### src/sv/isrs_pkg.sv
`timescale 1ns / 1ps

package isrs_pkg;

  localparam int MAX_READ_BYTES = 4;
  localparam int CNT_W = $clog2(MAX_READ_BYTES + 1);

  // Event codes on the input channel.
  localparam logic [2:0] OP_START = 3'd0;
  localparam logic [2:0] OP_ACK   = 3'd1;
  localparam logic [2:0] OP_NACK  = 3'd2;
  localparam logic [2:0] OP_BYTE  = 3'd3;
  localparam logic [2:0] OP_STOP  = 3'd4;

  // Bus commands on the output channel.
  localparam logic [2:0] BUS_NONE  = 3'd0;
  localparam logic [2:0] BUS_START = 3'd1;
  localparam logic [2:0] BUS_ACK   = 3'd2;
  localparam logic [2:0] BUS_NACK  = 3'd3;
  localparam logic [2:0] BUS_STOP  = 3'd4;

  typedef enum logic [1:0] {
    REG_DEV_ADDR   = 2'd0,
    REG_SENSOR_CMD = 2'd1,
    REG_READ_LEN   = 2'd2
  } reg_index_t;

  typedef enum logic [5:0] {
    PH_IDLE      = 6'b000001,
    PH_ADDR_W    = 6'b000010,
    PH_CMD       = 6'b000100,
    PH_ADDR_R    = 6'b001000,
    PH_RECEIVE   = 6'b010000,
    PH_WAIT_STOP = 6'b100000
  } phase_t;

  typedef struct packed {
    logic [2:0] operation;
    logic [7:0] rx_byte;
  } in_item_t;

  typedef struct packed {
    logic [2:0]  bus_command;
    logic        tx_valid;
    logic [7:0]  tx_byte;
    logic        transfer_done;
    logic [31:0] read_value;
    logic        protocol_error;
    logic        last;
  } out_item_t;

  // Results caused by one event: the second is used only when two is set.
  typedef struct packed {
    logic      two;
    out_item_t first;
    out_item_t second;
  } res_pair_t;

endpackage

### src/sv/isrs_core.sv
`timescale 1ns / 1ps

module isrs_core (
  input  logic             clk,
  input  logic             rst,
  input  logic             fire,
  input  isrs_pkg::in_item_t item,
  input  logic [6:0]       device_address,
  input  logic [7:0]       sensor_command,
  input  logic [2:0]       read_length,
  output isrs_pkg::res_pair_t results
);
  import isrs_pkg::*;

  phase_t            phase, phase_next;
  logic              busy, busy_next;
  logic              direction_bit, direction_bit_next;
  logic [CNT_W-1:0]  bytes_received, bytes_received_next;
  logic [31:0]       read_accumulator, read_accumulator_next;

  logic [CNT_W-1:0]  count_inc;
  logic [CNT_W-1:0]  eff_len;
  logic [3:0]        len_ext;
  logic              err;

  // A length of zero reads one byte; larger than the maximum is clamped.
  assign len_ext = {1'b0, read_length};
  always_comb begin
    if (len_ext == 4'd0) begin
      eff_len = CNT_W'(1);
    end else if (len_ext > 4'(MAX_READ_BYTES)) begin
      eff_len = CNT_W'(MAX_READ_BYTES);
    end else begin
      eff_len = CNT_W'(len_ext);
    end
  end

  assign count_inc = bytes_received + CNT_W'(1);

  always_comb begin
    phase_next            = phase;
    busy_next             = busy;
    direction_bit_next    = direction_bit;
    bytes_received_next   = bytes_received;
    read_accumulator_next = read_accumulator;
    results               = '0;
    results.first.last    = 1'b1;
    results.second.last   = 1'b1;
    err                   = 1'b0;

    case (item.operation)
      OP_START: begin
        if (busy) begin
          err = 1'b1;
        end else begin
          busy_next                  = 1'b1;
          phase_next                 = PH_ADDR_W;
          direction_bit_next         = 1'b0;
          bytes_received_next        = '0;
          read_accumulator_next      = '0;
          results.first.bus_command  = BUS_START;
          results.first.tx_valid     = 1'b1;
          results.first.tx_byte      = {device_address, 1'b0};
        end
      end
      OP_ACK: begin
        case (phase)
          PH_ADDR_W: begin
            phase_next               = PH_CMD;
            results.first.tx_valid   = 1'b1;
            results.first.tx_byte    = sensor_command;
          end
          PH_CMD: begin
            phase_next                 = PH_ADDR_R;
            direction_bit_next         = 1'b1;
            results.first.bus_command  = BUS_START;
            results.first.tx_valid     = 1'b1;
            results.first.tx_byte      = {device_address, 1'b1};
          end
          PH_ADDR_R: begin
            phase_next = PH_RECEIVE;
          end
          default: begin
            err = 1'b1;
          end
        endcase
      end
      OP_NACK: begin
        case (phase)
          PH_ADDR_W, PH_ADDR_R: begin
            results.first.bus_command  = BUS_START;
            results.first.tx_valid     = 1'b1;
            results.first.tx_byte      = {device_address, direction_bit};
          end
          PH_CMD: begin
            results.first.tx_valid = 1'b1;
            results.first.tx_byte  = sensor_command;
          end
          default: begin
            err = 1'b1;
          end
        endcase
      end
      OP_BYTE: begin
        if (phase == PH_RECEIVE) begin
          bytes_received_next   = count_inc;
          read_accumulator_next = {read_accumulator[23:0], item.rx_byte};
          if (count_inc >= eff_len) begin
            // Final byte: NACK it, then release the bus.
            phase_next                 = PH_WAIT_STOP;
            results.two                = 1'b1;
            results.first.bus_command  = BUS_NACK;
            results.first.last         = 1'b0;
            results.second.bus_command = BUS_STOP;
          end else begin
            results.first.bus_command = BUS_ACK;
          end
        end else begin
          err = 1'b1;
        end
      end
      OP_STOP: begin
        if (phase == PH_WAIT_STOP) begin
          phase_next                  = PH_IDLE;
          busy_next                   = 1'b0;
          results.first.transfer_done = 1'b1;
          results.first.read_value    = read_accumulator;
        end else begin
          err = 1'b1;
        end
      end
      default: begin
        err = 1'b1;
      end
    endcase

    // An unexpected event reports an error and leaves the state alone.
    if (err) begin
      phase_next                   = phase;
      busy_next                    = busy;
      direction_bit_next           = direction_bit;
      bytes_received_next          = bytes_received;
      read_accumulator_next        = read_accumulator;
      results                      = '0;
      results.first.protocol_error = 1'b1;
      results.first.last           = 1'b1;
    end
  end

  always_ff @(posedge clk) begin
    if (rst) begin
      phase            <= PH_IDLE;
      busy             <= 1'b0;
      direction_bit    <= 1'b0;
      bytes_received   <= '0;
      read_accumulator <= '0;
    end else if (fire) begin
      phase            <= phase_next;
      busy             <= busy_next;
      direction_bit    <= direction_bit_next;
      bytes_received   <= bytes_received_next;
      read_accumulator <= read_accumulator_next;
    end
  end

endmodule

### src/sv/isrs_outq.sv
`timescale 1ns / 1ps

module isrs_outq (
  input  logic                clk,
  input  logic                rst,
  input  logic                push,
  input  isrs_pkg::res_pair_t results,
  output logic                can_push,
  output logic                out_valid,
  input  logic                out_stall,
  output isrs_pkg::out_item_t out_data
);
  import isrs_pkg::*;

  logic      pend_valid;
  out_item_t pend_data;
  logic      out_take;
  logic      out_free;

  assign out_take = out_valid & ~out_stall;
  assign out_free = ~out_valid | out_take;
  // A new item needs the output register free and no second result waiting.
  assign can_push = out_free & ~pend_valid;

  always_ff @(posedge clk) begin
    if (rst) begin
      out_valid  <= 1'b0;
      pend_valid <= 1'b0;
    end else if (pend_valid && out_free) begin
      out_valid  <= 1'b1;
      out_data   <= pend_data;
      pend_valid <= 1'b0;
    end else if (push) begin
      out_valid  <= 1'b1;
      out_data   <= results.first;
      pend_valid <= results.two;
      pend_data  <= results.second;
    end else if (out_take) begin
      out_valid <= 1'b0;
    end
  end

endmodule

### src/sv/i2c_sensor_read_sequencer.sv
`timescale 1ns / 1ps

// I2C sensor read sequencer: turns bus events into bus commands.
// Input channel (in_valid, in_stall, in_data) carries one event per item:
// start request, ack, nack, received byte or stop done. Output channel
// (out_valid, out_stall, out_data) carries the resulting bus commands,
// bytes to transmit, the finished read value and the error flag; the last
// field marks the final result of an event.
// An accepted item is held in the input register; once the output can take
// it, its first result is registered in the output register. Events that
// cause one result sustain one item per cycle while the output is not
// stalled; the last received byte causes NACK then STOP. The rate is set
// by the single output register plus one holding slot for the second
// result: while that slot is full no new event is processed. A stalled
// output holds its item; in_stall rises once the input register holds an
// item that cannot move on. The APB port sets device address, command and
// read length; writes must be made only while no transfer traffic is in
// flight, which the block does not enforce. Synchronous reset returns the
// sequencer to idle, empties both channels and loads register defaults.
module i2c_sensor_read_sequencer (
  input  logic                clk,
  input  logic                rst,
  input  logic                in_valid,
  output logic                in_stall,
  input  isrs_pkg::in_item_t  in_data,
  output logic                out_valid,
  input  logic                out_stall,
  output isrs_pkg::out_item_t out_data,
  input  logic                psel,
  input  logic                penable,
  input  logic                pwrite,
  input  logic [3:0]          paddr,
  input  logic [31:0]         pwdata,
  output logic [31:0]         prdata,
  output logic                pready
);
  import isrs_pkg::*;

  logic       device_valid;
  in_item_t   item;
  logic       can_push;
  logic       fire;
  logic       accept;
  logic       apb_write;
  res_pair_t  results;
  reg_index_t reg_index;

  logic [6:0] device_address;
  logic [7:0] sensor_command;
  logic [2:0] read_length;

  assign fire     = device_valid & can_push;
  assign in_stall = device_valid & ~can_push;
  assign accept   = in_valid & ~in_stall;

  always_ff @(posedge clk) begin
    if (rst) begin
      device_valid <= 1'b0;
    end else begin
      device_valid <= accept | (device_valid & ~fire);
      if (accept) begin
        item <= in_data;
      end
    end
  end

  assign pready    = 1'b1;
  assign apb_write = psel & penable & pwrite;
  assign reg_index = reg_index_t'(paddr[3:2]);

  always_ff @(posedge clk) begin
    if (rst) begin
      device_address <= 7'd64;
      sensor_command <= 8'd243;
      read_length    <= 3'd2;
    end else if (apb_write) begin
      case (reg_index)
        REG_DEV_ADDR:   device_address <= pwdata[6:0];
        REG_SENSOR_CMD: sensor_command <= pwdata[7:0];
        REG_READ_LEN:   read_length    <= pwdata[2:0];
        default: begin
        end
      endcase
    end
  end

  always_comb begin
    case (reg_index)
      REG_DEV_ADDR:   prdata = {25'd0, device_address};
      REG_SENSOR_CMD: prdata = {24'd0, sensor_command};
      REG_READ_LEN:   prdata = {29'd0, read_length};
      default:        prdata = '0;
    endcase
  end

  isrs_core u_core (
    .clk            (clk),
    .rst            (rst),
    .fire           (fire),
    .item           (item),
    .device_address (device_address),
    .sensor_command (sensor_command),
    .read_length    (read_length),
    .results        (results)
  );

  isrs_outq u_outq (
    .clk       (clk),
    .rst       (rst),
    .push      (fire),
    .results   (results),
    .can_push  (can_push),
    .out_valid (out_valid),
    .out_stall (out_stall),
    .out_data  (out_data)
  );

endmodule

### config.mk
export PLATFORM = sky130hd
export DESIGN_NAME = i2c_sensor_read_sequencer
export DESIGN_NICKNAME = d
export VERILOG_FILES = /design/src/sv/isrs_pkg.sv /design/src/sv/isrs_core.sv /design/src/sv/isrs_outq.sv /design/src/sv/i2c_sensor_read_sequencer.sv
export SDC_FILE = /design/constraint.sdc
export NUM_CORES = 1
export LEC_CHECK = 0
export BUFFER_PORTS_ARGS = -buffer_cell sky130_fd_sc_hd__buf_2
export CAP_MARGIN = 40
export CELL_PAD_IN_SITES_DETAIL_PLACEMENT = 1
export CELL_PAD_IN_SITES_GLOBAL_PLACEMENT = 1
export CORE_MARGIN = 5
export CORE_UTILIZATION = 41
export DETAILED_ROUTE_END_ITERATION = 8
export PLACE_DENSITY_LB_ADDON = 0.1
export SKIP_CTS_REPAIR_TIMING = 1
export SLEW_MARGIN = 20
export SYNTH_ARGS = -nofsm -noshare
export SYNTH_HDL_FRONTEND = slang
export SYNTH_SLANG_ARGS = --single-unit
### constraint.sdc
create_clock -name clk -period 5 [get_ports clk]
set_input_delay 0.5 -clock clk [delete_from_list [all_inputs] [get_ports clk]]
set_output_delay 0.5 -clock clk [all_outputs]
set_load 0.005 [all_outputs]
==> impl_metrics.env <==
export IMPL_status="complete, no violations"
export IMPL_drt_first_pass_iters=4
export IMPL_place_gp_congestion=0.8111
export IMPL_portBuffers=84
export IMPL_drtIter0Drc=171
export IMPL_antenna_found_initial=0
export IMPL_cpMaxStageDelayCell="dfxtp_1"
export IMPL_critPathCaptureType="register"
export IMPL_grt_ovfl_total=0
export IMPL_yosysSeqAreaShare_pct=59.63
export IMPL_ys_seq_elements=124
export IMPL_p_leak_nw=2.433
export IMPL_p_sw_mw=0.5193
export IMPL_worst_hold_slack_ps=256.2
export IMPL_grt_max_degree=48
export IMPL_crit_arrival_ps=2750
export IMPL_p_int_mw=1.745
export IMPL_wl_met3_microns=585
export IMPL_coreArea_sq_um=12470
export IMPL_timing_final_crit_share_pct=48.06
export IMPL_drc=0
export IMPL_crit_required_ps=5340
export IMPL_power_density_nw_per_um2=363.9
export IMPL_dr_total_vias=3589
export IMPL_path_clk_slew_ps=60
export IMPL_worst_slew_pin_slew_ps=757.5
export IMPL_rows=41
export IMPL_die_x_microns=122.3
export IMPL_cpPeakStageDelay_ps=590
export IMPL_vias_per_cell=5.062
export IMPL_path_max_fanout=9
export IMPL_track_usage_pct=16.49
export IMPL_fmax_mhz=416.2
export IMPL_synth_cells=440
export IMPL_hold_viol=0
export IMPL_cts_buffers=17
export IMPL_tns_ps=0
export IMPL_synth_main_ff_cell="dfxtp_1"
export IMPL_wl_per_cell_microns=16.34
export IMPL_cp_top_family="simple AND/OR/NAND/NOR gates"
export IMPL_pre_cts_ws_ps=2620
export IMPL_maxCapViolCount=0
export IMPL_dieHeight_microns=122.3
export IMPL_crit_buf_inv=0
export IMPL_netlist_area_sq_um=5170
export IMPL_critPathKind="register to register"
export IMPL_ant_nets=0
export IMPL_sw_frac_of_total_pct=22.94
export IMPL_wirelength_microns=11580
export IMPL_peakVddDrop_mv=0.1551
export IMPL_maxSlewHeadroom_pct=49.31
export IMPL_skew_ps=4.370
export IMPL_die_area_sq_um=14950
export IMPL_drive_gt1_share_pct=25.14
export IMPL_start_kind="register"
export IMPL_start_util_pct=41.47
export IMPL_first_global_vias=3662
export IMPL_p_comb_share_pct=4.2
export IMPL_rsz0062_at_grt="no"
export IMPL_synth_top_area_share_pct=34.85
export IMPL_wl_met2_microns=5672
export IMPL_dp_hpwl_microns=8068
export IMPL_wl_met1_microns=5121
export IMPL_setup_violations=0
export IMPL_synth_area_leader_cell="edfxtp_1"
export IMPL_nNetsFinal=582
export IMPL_pwr_share_seq_pct=48.3
export IMPL_dr_max_layer_used="met4"
export IMPL_htree_levels=4
export IMPL_synth_async_reset_ratio_pct=0
export IMPL_hp_class="input port to register"
export IMPL_synth_edf_count=60
export IMPL_timing_final_ws_setup_ps=2597
export IMPL_clk_latency_ps=420
export IMPL_grt_pass1_wl_microns=18800
export IMPL_clock_sinks=124
export IMPL_cts_tree="built"
export IMPL_clock_power_share_pct=47.6
export IMPL_crit_chain="xor2_1, o211ai_2, o211a_1, or4_4, or3_1, a21oi_1"
export IMPL_drv_slew=0
export IMPL_yosys_top_cells_area="edfxtp_1, dfxtp_1, a22o_1"
export IMPL_io_pins=136
export IMPL_syn_mean_instance_area_sq_um=11.75
export IMPL_root_buffer="clkbuf_16"
export IMPL_area_delta_synth_final_pct=20.35
export IMPL_diodes=0
export IMPL_yosysWarnings=0
export IMPL_clock_path_buffers=2
export IMPL_finalCriticalPeriod_ps=2403
export IMPL_yosysUniqueCellTypes=51
export IMPL_fillers=1347
[layout make-up]
| type | count | area, sq um | area share (%) |
|---|---|---|---|
| Multi-Input combinational cell | 282 | 1872 | 30.08 |
| Tap cell | 172 | 215.2 | 3.459 |
| Sequential cell | 124 | 3083 | 49.55 |
| Clock inverter | 15 | 98.84 | 1.589 |
| Timing Repair Buffer | 91 | 498.0 | 8.003 |
| Inverter | 8 | 30.03 | 0.4826 |
| Clock buffer | 17 | 425.4 | 6.837 |
[synth_stat cells, types with 3 or more instances]
cell / count
a211o_1: 8
a21oi_1: 15
a22o_1: 33
a22oi_1: 7
a31oi_1: 4
and2_1: 34
and3_1: 4
buf_2: 5
buf_4: 25
clkbuf_1: 16
dfxtp_1: 64
edfxtp_1: 60
ha_1: 4
inv_1: 8
mux2i_1: 17
nand2_1: 11
nand3_1: 7
nand3b_1: 3
nor2_1: 43
nor2b_1: 9
nor3_1: 7
nor3b_1: 4
o21ai_0: 12
or3_1: 4
xor2_1: 3
[layer usage]
layer  vias up  track usage (%)
met5         -                0
met1      1762            20.28
met2        81            26.90
met3        17            4.839
met4         0            7.348
li1       1729                -
[kinds of logic (layout without fill, tap and decap cells)]
group                      count (synthesis)  count (layout)  share of synthesized area [%]
AOI/OAI and AO/OA                         92              92                          13.26
buffers and inverters                     57             131                          6.438
adders and majority gates                  4               4                         0.9681
DFF                                      124             124                          59.63
and+or+nand+nor                          140             140                          15.54
other                                      2              25                         0.1453
xor gates and xnor gates                   3               3                         0.5083
muxes                                     18              18                          3.509
[per-stage QoR]
stage	power [mW]	cell area, sq um	cells	utilization, %
3_5_place_dp	1.210	5698	677	45.71
4_1_cts	2.294	6222	709	49.91
3_3_place_gp	1.204	5643	673	45.27
6_report	2.264	6222	709	49.91
5_1_grt	2.364	6222	709	49.91
2_1_floorplan	1.178	5256	463	-
[power groups by stage]
stage	clock [mW]	combinational (mW)	sequential (mW)
2_1_floorplan	0	0.0660	1.11
3_3_place_gp	0	0.0901	1.11
3_5_place_dp	0	0.0958	1.11
4_1_cts	1.10	0.0965	1.09
5_1_grt	1.16	0.106	1.09
6_report	1.08	0.0947	1.09
[cell usage in the layout (no fill, tap or decap), types with 5 or more instances in the layout]
master     instances
a22o_1            33
conb_1            25
and2_1            34
clkbuf_16         17
dfxtp_1           64
edfxtp_1          60
mux2i_1           17
nor3_1             7
nor2_1            43
o21ai_0           12
a211o_1            8
buf_2             85
a21oi_1           14
nand2_1           11
a22oi_1            7
nor2b_1            9
nand3_1            7
clkinv_2           5
inv_1              8
[path summary, 6_finish.rpt]
kind / from / endpoint / slack, ps / cells after the start
worst min-delay path: in_data[10] / item[10]$_DFFE_PP_ / 260 / 1
worst max register to register: u_core.phase[1]$_SDFFE_PP0P_ / u_core.phase[5]$_SDFFE_PP0P_ / 2600 / 6
worst min register to register: item[5]$_DFFE_PP_ / u_core.read_accumulator[5]$_SDFFE_PP0P_ / 450 / 1
worst max-delay path: u_core.phase[1]$_SDFFE_PP0P_ / u_core.phase[5]$_SDFFE_PP0P_ / 2600 / 6
[state kept, by name, summed over array words and instances, names as in the netlist]
| name | cells |
|---|---|
| u_outq.pend_valid | 1 |
| u_outq.out_data | 47 |
| u_core.direction_bit | 1 |
| sensor_command | 8 |
| u_outq.pend_data | 2 |
| u_outq.out_valid | 1 |
| u_core.bytes_received | 3 |
| item | 11 |
| u_core.read_accumulator | 32 |
| u_core.phase | 6 |
| device_valid | 1 |
| read_length | 3 |
| u_core.busy | 1 |
| device_address | 7 |
(Power assumes the default switching activity.)
